File: src/rtl/rau_pkg.sv
// Package for the rational arithmetic unit: widths, operation codes, FSM state type
// and the command/status structs between controller and datapath. No dependencies.
`timescale 1ns / 1ps
package rau_pkg;
    localparam int OPW  = 16;
    localparam int PW   = 2 * OPW;
    localparam int NW   = PW + 1;
    localparam int DW   = PW;
    localparam int RNW  = 33;
    localparam int RDW  = 32;
    localparam int CW   = $clog2(NW + 1);

    typedef enum logic [1:0] {
        OP_ADD = 2'd0,
        OP_SUB = 2'd1,
        OP_MUL = 2'd2,
        OP_DIV = 2'd3
    } op_t;

    typedef enum logic [2:0] {
        ST_IDLE,
        ST_MUL,
        ST_SUM,
        ST_GCD,
        ST_DIVN,
        ST_DIVD,
        ST_OUT
    } state_t;

    typedef struct packed {
        logic load;
        logic mul;
        logic sum;
        logic gcd_step;
        logic div_start;
        logic div_step;
        logic div_sel_den;
        logic out_load;
    } cmd_t;

    typedef struct packed {
        logic gcd_done;
        logic gcd_zero;
        logic div_done;
    } stat_t;
endpackage

File: src/rtl/rau_ctrl.sv
// Controller state machine of the rational arithmetic unit.
// Depends on rau_pkg for the state type and command/status structs.
`timescale 1ns / 1ps
module rau_ctrl (
    input  logic          clk,
    input  logic          rst_n,
    input  logic          in_valid,
    output logic          in_ready,
    input  logic          out_valid,
    input  logic          out_ready,
    input  rau_pkg::stat_t st,
    output rau_pkg::cmd_t  cmd
);
    import rau_pkg::*;

    state_t state_reg, state_next;
    logic   out_free;

    assign out_free = !out_valid || out_ready;

    always_ff @(posedge clk or negedge rst_n)
    begin
        if (!rst_n)
        begin
            state_reg <= ST_IDLE;
        end
        else
        begin
            state_reg <= state_next;
        end
    end

    always_comb
    begin
        state_next = state_reg;
        case (state_reg)
            ST_IDLE: if (in_valid) state_next = ST_MUL;
            ST_MUL:  state_next = ST_SUM;
            ST_SUM:  state_next = ST_GCD;
            ST_GCD:
            begin
                if (st.gcd_zero) state_next = ST_OUT;
                else if (st.gcd_done) state_next = ST_DIVN;
            end
            ST_DIVN: if (st.div_done) state_next = ST_DIVD;
            ST_DIVD: if (st.div_done) state_next = ST_OUT;
            ST_OUT:  if (out_free) state_next = ST_IDLE;
            default: state_next = ST_IDLE;
        endcase
    end

    always_comb
    begin
        cmd = '0;
        in_ready = 1'b0;
        case (state_reg)
            ST_IDLE:
            begin
                in_ready = 1'b1;
                cmd.load = in_valid;
            end
            ST_MUL: cmd.mul = 1'b1;
            ST_SUM: cmd.sum = 1'b1;
            ST_GCD:
            begin
                cmd.gcd_step = !st.gcd_done && !st.gcd_zero;
                cmd.div_start = st.gcd_done;
            end
            ST_DIVN:
            begin
                cmd.div_step = !st.div_done;
                cmd.div_start = st.div_done;
                cmd.div_sel_den = st.div_done;
            end
            ST_DIVD:
            begin
                cmd.div_sel_den = 1'b1;
                cmd.div_step = !st.div_done;
            end
            ST_OUT: cmd.out_load = out_free;
            default: ;
        endcase
    end

    assert property (@(posedge clk) disable iff (!rst_n)
        in_ready |-> state_reg == ST_IDLE)
        else $error("ready outside idle");
    assert property (@(posedge clk) disable iff (!rst_n)
        cmd.out_load |=> state_reg == ST_IDLE)
        else $error("output load did not return to idle");
    assert property (@(posedge clk) disable iff (!rst_n)
        (state_reg == ST_DIVD && st.div_done) |=> state_reg == ST_OUT)
        else $error("division end lost");
endmodule

File: src/rtl/rau_dp.sv
// Datapath of the rational arithmetic unit: operand registers, three 16x16 multipliers,
// a binary GCD unit and a shared restoring divider. Depends on rau_pkg.
`timescale 1ns / 1ps
module rau_dp (
    input  logic                       clk,
    input  logic                       rst_n,
    input  rau_pkg::cmd_t              cmd,
    output rau_pkg::stat_t             st,
    input  logic [1:0]                 op,
    input  logic signed [rau_pkg::OPW-1:0] a_num,
    input  logic signed [rau_pkg::OPW-1:0] a_den,
    input  logic signed [rau_pkg::OPW-1:0] b_num,
    input  logic signed [rau_pkg::OPW-1:0] b_den,
    input  logic                       out_ready,
    output logic                       out_valid,
    output logic signed [rau_pkg::RNW-1:0] res_num,
    output logic signed [rau_pkg::RDW-1:0] res_den
);
    import rau_pkg::*;

    op_t op_reg;
    logic signed [OPW-1:0] an_reg, ad_reg, bn_reg, bd_reg;
    logic signed [PW-1:0]  p0_reg, p1_reg, dn_reg;
    logic [NW-1:0] nmag_reg, u_reg, v_reg, q_reg, r_reg, dv_reg;
    logic [DW-1:0] dmag_reg;
    logic          nneg_reg, dneg_reg;
    logic [CW-1:0] sh_reg, cnt_reg;
    logic          gcd_fin, div_fin;
    logic signed [RNW-1:0] res_num_reg;
    logic signed [RDW-1:0] res_den_reg;
    logic          out_valid_reg;

    logic signed [PW-1:0] m0, m1, m2;
    logic signed [PW+1:0] sumx;
    logic [NW-1:0] u_nx, v_nx, lesser, big, diff;
    logic [NW:0]   rtrial;
    logic [NW-1:0] gval, num_q, den_q;

    always_comb
    begin
        m0 = an_reg * ((op_reg == OP_MUL) ? bn_reg : bd_reg);
        m1 = ad_reg * ((op_reg == OP_DIV) ? bn_reg : bd_reg);
        m2 = bn_reg * ad_reg;
        if (op_reg == OP_SUB)
            sumx = {{2{p0_reg[PW-1]}}, p0_reg} - {{2{p1_reg[PW-1]}}, p1_reg};
        else
            sumx = {{2{p0_reg[PW-1]}}, p0_reg} + {{2{p1_reg[PW-1]}}, p1_reg};
    end

    // Binary GCD: strip common twos, halve a lone even value, else subtract the smaller from the larger.
    always_comb
    begin
        lesser = (u_reg < v_reg) ? u_reg : v_reg;
        big    = (u_reg < v_reg) ? v_reg : u_reg;
        diff   = big - lesser;
        u_nx   = u_reg;
        v_nx   = v_reg;
        if (!u_reg[0] && !v_reg[0])
        begin
            u_nx = u_reg >> 1;
            v_nx = v_reg >> 1;
        end
        else if (!u_reg[0])
            u_nx = u_reg >> 1;
        else if (!v_reg[0])
            v_nx = v_reg >> 1;
        else
        begin
            u_nx = lesser;
            v_nx = diff;
        end
        // One of the two is zero at the end, so the other is the odd part.
        gval = (u_reg | v_reg) << sh_reg;
    end

    assign rtrial = {r_reg, q_reg[NW-1]} - {1'b0, dv_reg};
    assign num_q  = nneg_reg ? (~nmag_reg + 1'b1) : nmag_reg;
    assign den_q  = dneg_reg ? (~{1'b0, dmag_reg} + 1'b1) : {1'b0, dmag_reg};

    always_ff @(posedge clk)
    begin
        if (cmd.load)
        begin
            op_reg <= op_t'(op);
            an_reg <= a_num;
            ad_reg <= a_den;
            bn_reg <= b_num;
            bd_reg <= b_den;
        end
        if (cmd.mul)
        begin
            p0_reg <= m0;
            p1_reg <= m2;
            dn_reg <= m1;
        end
        if (cmd.sum)
        begin
            if (op_reg == OP_ADD || op_reg == OP_SUB)
            begin
                nneg_reg <= sumx[PW+1];
                nmag_reg <= sumx[PW+1] ? NW'(-sumx) : NW'(sumx);
            end
            else
            begin
                nneg_reg <= p0_reg[PW-1];
                nmag_reg <= p0_reg[PW-1] ? NW'(-{p0_reg[PW-1], p0_reg})
                                         : NW'({p0_reg[PW-1], p0_reg});
            end
            dneg_reg <= dn_reg[PW-1];
            dmag_reg <= dn_reg[PW-1] ? DW'(-dn_reg) : DW'(dn_reg);
            u_reg <= (op_reg == OP_ADD || op_reg == OP_SUB)
                     ? (sumx[PW+1] ? NW'(-sumx) : NW'(sumx))
                     : (p0_reg[PW-1] ? NW'(-{p0_reg[PW-1], p0_reg})
                                     : NW'({p0_reg[PW-1], p0_reg}));
            v_reg <= {1'b0, (dn_reg[PW-1] ? DW'(-dn_reg) : DW'(dn_reg))};
            sh_reg <= '0;
        end
        if (cmd.gcd_step)
        begin
            u_reg <= u_nx;
            v_reg <= v_nx;
            if (!u_reg[0] && !v_reg[0])
                sh_reg <= sh_reg + 1'b1;
        end
        if (cmd.div_start)
        begin
            q_reg   <= cmd.div_sel_den ? {1'b0, dmag_reg} : nmag_reg;
            r_reg   <= '0;
            cnt_reg <= '0;
            if (!cmd.div_sel_den)
                dv_reg <= gval;
        end
        else if (cmd.div_step)
        begin
            cnt_reg <= cnt_reg + 1'b1;
            if (!rtrial[NW])
            begin
                r_reg <= rtrial[NW-1:0];
                q_reg <= {q_reg[NW-2:0], 1'b1};
            end
            else
            begin
                r_reg <= {r_reg[NW-2:0], q_reg[NW-1]};
                q_reg <= {q_reg[NW-2:0], 1'b0};
            end
        end
        if (cmd.div_sel_den && cmd.div_start)
            nmag_reg <= q_reg;
        if (cmd.div_sel_den && !cmd.div_start && div_fin)
            dmag_reg <= q_reg[DW-1:0];
        if (cmd.out_load)
        begin
            res_num_reg <= RNW'(num_q);
            res_den_reg <= RDW'(den_q);
        end
    end

    always_ff @(posedge clk or negedge rst_n)
    begin
        if (!rst_n)
        begin
            out_valid_reg <= 1'b0;
        end
        else if (cmd.out_load)
        begin
            out_valid_reg <= 1'b1;
        end
        else if (out_ready)
        begin
            out_valid_reg <= 1'b0;
        end
    end

    always_comb
    begin
        gcd_fin = (u_reg == '0) || (v_reg == '0);
        div_fin = (cnt_reg == CW'(NW));
    end

    // A zero operand makes the other one the GCD.
    always_comb
    begin
        st.gcd_zero = (nmag_reg == '0) && (dmag_reg == '0);
        st.gcd_done = gcd_fin && !st.gcd_zero;
        st.div_done = div_fin;
    end

    assign out_valid = out_valid_reg;
    assign res_num   = res_num_reg;
    assign res_den   = res_den_reg;

    assert property (@(posedge clk) disable iff (!rst_n)
        cmd.gcd_step |-> (u_reg != '0 && v_reg != '0))
        else $error("GCD step with a zero operand");
    assert property (@(posedge clk) disable iff (!rst_n)
        cmd.div_step |-> dv_reg != '0)
        else $error("division by zero GCD");
    assert property (@(posedge clk) disable iff (!rst_n)
        (out_valid && !out_ready) |=> $stable(res_num) && $stable(res_den))
        else $error("result changed while stalled");
endmodule

File: src/rtl/rational_arith_unit.sv
// Top level of the rational arithmetic unit: controller plus datapath.
// Depends on rau_pkg, rau_ctrl and rau_dp.
`timescale 1ns / 1ps
// Usage:
//   Input channel (in_valid/in_ready) takes op and two fractions a_num/a_den,
//   b_num/b_den. Output channel (out_valid/out_ready) returns the reduced
//   fraction res_num/res_den, signs as the cross products left them.
//   One item is worked on at a time. Steps for each item: accept,
//     multiply, sum/magnitude, binary GCD steps, two restoring
//     divisions by the GCD (skipped for 0/0), output load.
//   The binary GCD loop and the one shared bit-serial divider take
//   most of the time of an item.
//   The next item is taken when the result has moved into the output
//   register, so one finished result may wait while the next item computes.
//   When the receiver stalls, the result holds until taken and a further
//   result waits in the datapath.
//   Reset clears the controller to idle and drops out_valid.
module rational_arith_unit (
    input  logic                           clk,
    input  logic                           rst_n,
    input  logic                           in_valid,
    output logic                           in_ready,
    input  logic [1:0]                     op,
    input  logic signed [rau_pkg::OPW-1:0] a_num,
    input  logic signed [rau_pkg::OPW-1:0] a_den,
    input  logic signed [rau_pkg::OPW-1:0] b_num,
    input  logic signed [rau_pkg::OPW-1:0] b_den,
    output logic                           out_valid,
    input  logic                           out_ready,
    output logic signed [rau_pkg::RNW-1:0] res_num,
    output logic signed [rau_pkg::RDW-1:0] res_den
);
    import rau_pkg::*;

    cmd_t  cmd;
    stat_t st;

    rau_ctrl u_ctrl (
        .clk       (clk),
        .rst_n     (rst_n),
        .in_valid  (in_valid),
        .in_ready  (in_ready),
        .out_valid (out_valid),
        .out_ready (out_ready),
        .st        (st),
        .cmd       (cmd)
    );

    rau_dp u_dp (
        .clk       (clk),
        .rst_n     (rst_n),
        .cmd       (cmd),
        .st        (st),
        .op        (op),
        .a_num     (a_num),
        .a_den     (a_den),
        .b_num     (b_num),
        .b_den     (b_den),
        .out_ready (out_ready),
        .out_valid (out_valid),
        .res_num   (res_num),
        .res_den   (res_den)
    );
endmodule

File: config.mk
export PLATFORM = sky130hd
export DESIGN_NAME = rational_arith_unit
export DESIGN_NICKNAME = d
export VERILOG_FILES = /design/src/rtl/rau_pkg.sv /design/src/rtl/rau_ctrl.sv /design/src/rtl/rau_dp.sv /design/src/rtl/rational_arith_unit.sv
export SDC_FILE = /design/constraint.sdc
export NUM_CORES = 2
export LEC_CHECK = 0
export ABC_AREA = 1
export BUFFER_PORTS_ARGS = -buffer_cell sky130_fd_sc_hd__buf_4
export CAP_MARGIN = 20
export CORE_MARGIN = 2
export CORE_UTILIZATION = 25
export CTS_CLUSTER_SIZE = 14
export DETAILED_ROUTE_END_ITERATION = 8
export PLACE_DENSITY_LB_ADDON = 0.08
export SYNTH_ARGS = -nofsm -noshare
export SYNTH_HDL_FRONTEND = slang
export SYNTH_SLANG_ARGS = --single-unit
File: constraint.sdc
create_clock -name clk -period 9.6 [get_ports clk]
set_clock_uncertainty 0.15 [all_clocks]
set_input_delay 0.96 -clock clk [delete_from_list [all_inputs] [get_ports clk]]
set_output_delay 0.96 -clock clk [all_outputs]
set_load 0.02 [all_outputs]
# Word level (Yosys, flattened, before mapping)
# Cells that the tools add are included.
[word_totals]
regBits = 475
input_bits = 70
out_inout_bits = 67
elab_cells = 143
[classes]
addsub = 11
multipliers = 3
order_cmp = 1
n_eq_ne = 17
shift = 1
n_mux = 50
bitwise = 4
reduce_logical = 32
[ops]
columns = ["op", "count"]
rows = [
  ["two-way mux 33 bit", 21],
  ["two-way mux 32 bit", 6],
  ["zero test 33 bit", 3],
  ["negator 33 bit", 2],
  ["multiplier 16 x 32 -> 32 bit", 2],
  ["two-way mux 34 bit", 1],
  ["subtractor 34 x 33 -> 34 bit", 1],
  ["adder 32 x 32 -> 33 bit", 1],
  ["adder 33 x 1 -> 33 bit, second input constant", 1],
  ["< comparator 33 bit", 1],
  ["NOT 33 bit", 1],
  ["OR 33 bit", 1],
  ["left shift 33 x 6 -> 33 bit", 1],
  ["subtractor 32 x 32 -> 33 bit", 1],
  ["subtractor 33 bit", 1],
  ["adder 32 x 1 -> 32 bit, second input constant", 1],
  ["zero test 32 bit", 1],
  ["multiplier 16 x 16 -> 32 bit", 1],
  ["negator 32 bit", 1],
  ["NOT 32 bit", 1],
  ["one-hot mux 3 bit (7 select lines)", 1],
  ["two-way mux 3 bit", 6],
  ["two-way mux 6 bit", 3],
  ["adder 6 x 1 -> 6 bit, second input constant", 2],
  ["other kinds (23)", 58],
]

# Logic depth before layout (Yosys ltp)
[depth]
depth_word = 9
mapped_depth = 35
ltp_nobuf = 33

# Modules after synthesis
# From an unflattened synthesis, not the netlist that was laid out.
[hier_totals]
cells_unflattened = 7786
area_unflattened_um2 = 62092.1
[modules_own_cells]
columns = ["mod", "instances", "cells_each", "area_each_um2", "seq_area_each_um2"]
rows = [
  ["rau_dp", 1, 7735, 61778.0, 13718.2],
  ["rau_ctrl", 1, 51, 314.1, 75.1],
]

# Least setup slack after synthesis
# Ideal clock, no wire load.
[synth_path]
kind = "register to register"
startpoint = "register u_dp.op_reg[1]"
endpoint = "register u_dp.p0_reg[29] (data pin)"
setup_ps = 258
arrival_time_ps = 6502
t_required_ps = 9192
path_slack_ps = 2690
stages_incl_launch_ff = 32
n_path_buf = 3
synth_period_minus_slack_ps = 6910
path_cell_list = "edfxtp_1 -> buf_2 -> inv_2 -> nor2_1 -> inv_1 -> clkbuf_1 -> buf_1 -> nand2_1 -> o21ai_1 -> inv_1 -> nor2_1 -> fa_1 -> fa_1 -> ha_1 -> fa_1 -> inv_1 -> fa_1 -> fa_1 -> inv_1 -> ha_1 -> a21oi_1 -> a21boi_1 -> o21ai_0 -> a21oi_1 -> o21bai_1 -> a21boi_1 -> o21ai_0 -> a21oi_1 -> o21bai_1 -> nand2_1 -> nand2_1 -> xor2_1"
[synth_via]
elab_chain_len = 3
[synth_lines]
columns = ["element", "line_no", "rtl"]
rows = [
  ["start, declared", "rau_dp.sv:21", "op_t op_reg;"],
  ["start signal, assigned", "rau_dp.sv:84", "op_reg <= op_t'(op);"],
  ["equality test 2 bit", "rau_dp.sv:41", "m0 = an_reg * ((op_reg == OP_MUL) ? bn_reg : bd_reg);"],
  ["two-way mux 32 bit", "rau_dp.sv:41", ""],
  ["multiplier 16 x 32 -> 32 bit", "rau_dp.sv:41", ""],
  ["named net u_dp.m0[29]", "rau_dp.sv:33", "logic signed [PW-1:0] m0, m1, m2;"],
  ["end signal, assigned", "rau_dp.sv:92", "p0_reg <= m0;"],
  ["end, declared", "rau_dp.sv:23", "logic signed [PW-1:0] p0_reg, p1_reg, dn_reg;"],
]
# The timed path passes the listed nets, and every way through them passes these cells.
# A chain may end at the register's enable or synchronous reset.

# Worst setup path after layout
[layout_path]
startpoint = "register u_dp.bn_reg[7]"
endpoint = "register u_dp.dn_reg[27] (data pin)"
[layout_via]
elab_chain_len = 2
[layout_lines]
columns = ["element", "line_no", "rtl"]
rows = [
  ["start, declared", "rau_dp.sv:22", "logic signed [OPW-1:0] an_reg, ad_reg, bn_reg, bd_reg;"],
  ["start signal, assigned", "rau_dp.sv:87", "bn_reg <= b_num;"],
  ["two-way mux 32 bit", "rau_dp.sv:42", "m1 = ad_reg * ((op_reg == OP_DIV) ? bn_reg : bd_reg);"],
  ["multiplier 16 x 32 -> 32 bit", "rau_dp.sv:42", ""],
  ["named net u_dp.m1[27]", "rau_dp.sv:33", ""],
  ["end signal, assigned", "rau_dp.sv:94", "dn_reg <= m1;"],
  ["end, declared", "rau_dp.sv:23", ""],
]
# The timed path passes the listed nets, and every way through them passes these cells.

==> metrics.log <==
INFO  metric post-route-period-util = 84.94%
INFO  metric synth_xor_area_share = 4.180%
INFO  metric start_util = 25.10%
INFO  metric synth-seq-cells = 475
INFO  metric yosys_warnings = 0
INFO  metric area_delta_synth_final = 11.58%
INFO  metric synth_simple_gate_area_share = 20.16%
INFO  metric max-cap-violations = 0
INFO  metric netlist.area_leader.share = 25.65%
INFO  metric clock_tree.root_cell = sky130_fd_sc_hd__clkbuf_16
INFO  metric rows = 182
INFO  metric drt_pass1_iterations = 5
INFO  metric synth_area = 61670 um2
INFO  metric maxSlewHeadroom = 25.09%
INFO  metric setup-violations-final = 0
INFO  metric synth_nets = 8954
INFO  metric final.setup.tns = 0 ps
INFO  metric achievable-frequency = 122.6 MHz
INFO  metric grt.total_usage = 18.52%
INFO  metric async_flop_share = 0.8421%
INFO  metric timing.final.max_slew_violations = 0
INFO  metric cts-buffers-inserted = 70
INFO  metric syn-instance-count = 7710
INFO  metric number_of_fillers_in_the_final_layout = 26783
INFO  metric grt_max_degree = 64
INFO  metric ys_seq_area_share = 22.37%
INFO  metric drt-initial-drc-count = 3036
INFO  metric whs = 256.2 ps
INFO  metric r2r_setup_slack = 1450 ps
INFO  metric worst_setup_path_end_kind = register
INFO  metric grt_pass1_vias = 52307
INFO  metric route.antenna.remaining_nets = 0
INFO  metric die_h = 500.7 um
INFO  metric h-tree-depth = 3
INFO  metric total_area_of_multi_input_combinational_cells = 40790 um2
INFO  metric synth_enable_flop_cells = 426
INFO  metric area_leader_netlist = sky130_fd_sc_hd__fa_1
INFO  metric grt_first_pass_wirelength = 347600 um
INFO  metric core_area = 245700 um2
INFO  metric overflow = 0
INFO  metric outcome = completed
INFO  metric postCtsSetupBuffers = 0
INFO  metric finish.net_count = 9029
INFO  metric design.die.area = 250700 um2
INFO  metric synth_adder_area_share = 33.44%
INFO  metric syn_area_per_cell = 7.998 um2
INFO  metric synth_top_family_by_area = adder cells
INFO  metric finalCoreUtilization = 28.00%
INFO  metric cts.reportedPaths.clkPinSlew = 60 ps
INFO  metric layout-drive-gt1-share = 6.110%
INFO  metric drt-wirelength-per-cell = 21.04 um
INFO  metric via_count_normalized_by_instance_count = 4.498
INFO  metric setup.worst_path.class = register to register
INFO  metric crit_path_max_fanout = 10
INFO  metric timing.hold.worst.class = primary input to register
INFO  metric dominantRegCellSynth = sky130_fd_sc_hd__edfxtp_1
INFO  metric vias = 49757
INFO  metric top_level_ports = 137
INFO  metric synthTopCellsByArea = sky130_fd_sc_hd__fa_1 26%, sky130_fd_sc_hd__edfxtp_1 21%, sky130_fd_sc_hd__nand2_1 11%
INFO  metric place.detailed.hpwl = 192900 um
INFO  metric compound_gate_fraction_of_synth_area = 7.972%
INFO  metric hold_viol = 0
INFO  metric final-seq-area = 13790 um2
INFO  metric post_synth_mux_area_share = 0.3084%
INFO  metric port_buffers = 136
INFO  metric grt_setup_unrepaired = false
INFO  metric drc = 0
INFO  metric yosys.cell_types.count = 71
INFO  metric detail_route.wirelength = 232700 um
INFO  metric setup.worst_path.start_class = register
INFO  metric cp_data_required_time = 9880 ps
INFO  metric cp.arrival = 8430 ps
INFO  metric worst_skew_pair.late_latency = 720 ps
INFO  metric cts-root-to-sink-buffers = 3
INFO  metric finalWorstPathRequiredPeriod = 8154 ps
INFO  metric grt_antenna_before_repair = 5
INFO  metric max_slew.worst_pin.slew = 1116 ps
INFO  metric cts.sinks = 475
INFO  metric cts_tree = yes
INFO  metric floorplan.die.width = 500.7 um
INFO  metric gp_congestion = 0.8892
[final cells by class]
cell class                      count  area share [%]
Multi-Input combinational cell   5367           59.27
Sequential cell                   475           20.05
Inverter                         1639           8.941
Tap cell                         3220           5.855
Clock buffer                       77           2.615
Timing Repair Buffer              232           2.560
Clock inverter                     49          0.6965
Antenna cell                        3         0.01091
[per-layer routing]
layer | global-route usage (%) | vias up | part of all wire (%)
li1 | - | 24017 | -
met1 | 25.59 | 24742 | 47
met2 | 31.24 | 822 | 48
met3 | 1.990 | 174 | 3.2
met4 | 3.642 | 2 | 1.9
met5 | 0 | - | 0.0034
[synthesized netlist by cell type (all sizes together), types with 2 or more instances]
cell type	count
nor2	723
a21boi	12
buf	68
nand2	1833
o221ai	21
edfxtp	426
a21o	26
clkinv	21
o21a	11
a211oi	4
inv	1618
o31ai	10
dfrtp	4
nand4	64
nand3	261
o41ai	2
dfxtp	45
clkbuf	160
a31o	2
fa	790
nor3	80
xor2	204
xnor2	83
and3	2
o211ai	60
o21ai	367
ha	384
nor4	32
mux2i	19
nand3b	4
a32oi	2
a21oi	282
o22ai	16
or2	12
o21bai	20
a31oi	22
nor3b	10
[cell families (layout without fill, tap and decap cells)]
kind of cell    count (synthesis)  after routing
simple gates                 3024           3024
xor+xnor                      287            287
buf+inv                      1868           1997
flops                         475            475
other cells                     0              3
fa+ha+maj                    1174           1174
compound gates                863            863
mux                            19             19
[cell usage in the layout (no fill, tap or decap), types with 64 or more instances in the layout]
master,synthesis,final
sky130_fd_sc_hd__edfxtp_1,426,426
sky130_fd_sc_hd__nor2_1,699,691
sky130_fd_sc_hd__nand2_1,1804,1802
sky130_fd_sc_hd__o21ai_1,67,70
sky130_fd_sc_hd__inv_1,1602,1600
sky130_fd_sc_hd__nor3_1,70,70
sky130_fd_sc_hd__clkbuf_16,0,71
sky130_fd_sc_hd__ha_1,384,384
sky130_fd_sc_hd__buf_4,3,229
sky130_fd_sc_hd__nand4_1,64,64
sky130_fd_sc_hd__xor2_1,200,200
sky130_fd_sc_hd__a21oi_1,275,275
sky130_fd_sc_hd__xnor2_1,80,80
sky130_fd_sc_hd__nand3_1,251,251
sky130_fd_sc_hd__o21ai_0,291,288
sky130_fd_sc_hd__fa_1,790,790
[metrics by stage]
step,instance area [um2],setup slack [ps],instances
after detailed placement,66510,1471,10932
after global placement,66480,1462,10930
after global routing,68800,986.4,11061
final,68810,1446,11062
after floorplan,61670,2690,7710
after CTS,68800,1419,11059
[what timing repair did]
action                                 4_1_cts  5_1_grt
gates resized for setup                      0        0
endpoints found under the hold margin        4        0
hold buffers                                 1        0
[final timing paths]
kind | startpoint | to | cells after the start
worst max-delay path | u_dp.bn_reg[7]$_DFFE_PP_ | u_dp.dn_reg[27]$_DFFE_PP_ | 21
worst min-delay path | a_den[7] | u_dp.ad_reg[7]$_DFFE_PP_ | 1
worst max register to register | u_dp.bn_reg[7]$_DFFE_PP_ | u_dp.dn_reg[27]$_DFFE_PP_ | 21
worst min register to register | u_dp.r_reg[21]$_SDFFE_PP0P_ | u_dp.r_reg[21]$_SDFFE_PP0P_ | 2
max in group asynchronous | rst_n | u_ctrl.state_reg[2]$_DFFE_PN0P_ | 2
min in group asynchronous | rst_n | u_dp.out_valid$_DFFE_PN0P_ | 2
[worst max-delay path: stages, from the launching register on]
cell,delay [ps]
sky130_fd_sc_hd__edfxtp_1,730
sky130_fd_sc_hd__buf_4,340
sky130_fd_sc_hd__o21ai_1,780
sky130_fd_sc_hd__clkinv_1,720
sky130_fd_sc_hd__nand2_1,220
sky130_fd_sc_hd__fa_1,420
sky130_fd_sc_hd__inv_1,80
sky130_fd_sc_hd__fa_1,440
sky130_fd_sc_hd__fa_1,570
sky130_fd_sc_hd__fa_1,440
sky130_fd_sc_hd__fa_1,490
sky130_fd_sc_hd__inv_1,50
sky130_fd_sc_hd__fa_1,530
sky130_fd_sc_hd__inv_1,60
sky130_fd_sc_hd__ha_1,340
sky130_fd_sc_hd__a21oi_1,190
sky130_fd_sc_hd__o21ai_0,140
sky130_fd_sc_hd__a21oi_1,270
sky130_fd_sc_hd__o21ai_0,180
sky130_fd_sc_hd__a21boi_0,360
sky130_fd_sc_hd__o21ai_0,160
sky130_fd_sc_hd__xor2_1,170
Power is left out: the tool's default activity adds up to more than one toggle a clock period on the data nets, which glitch-free logic cannot reach.
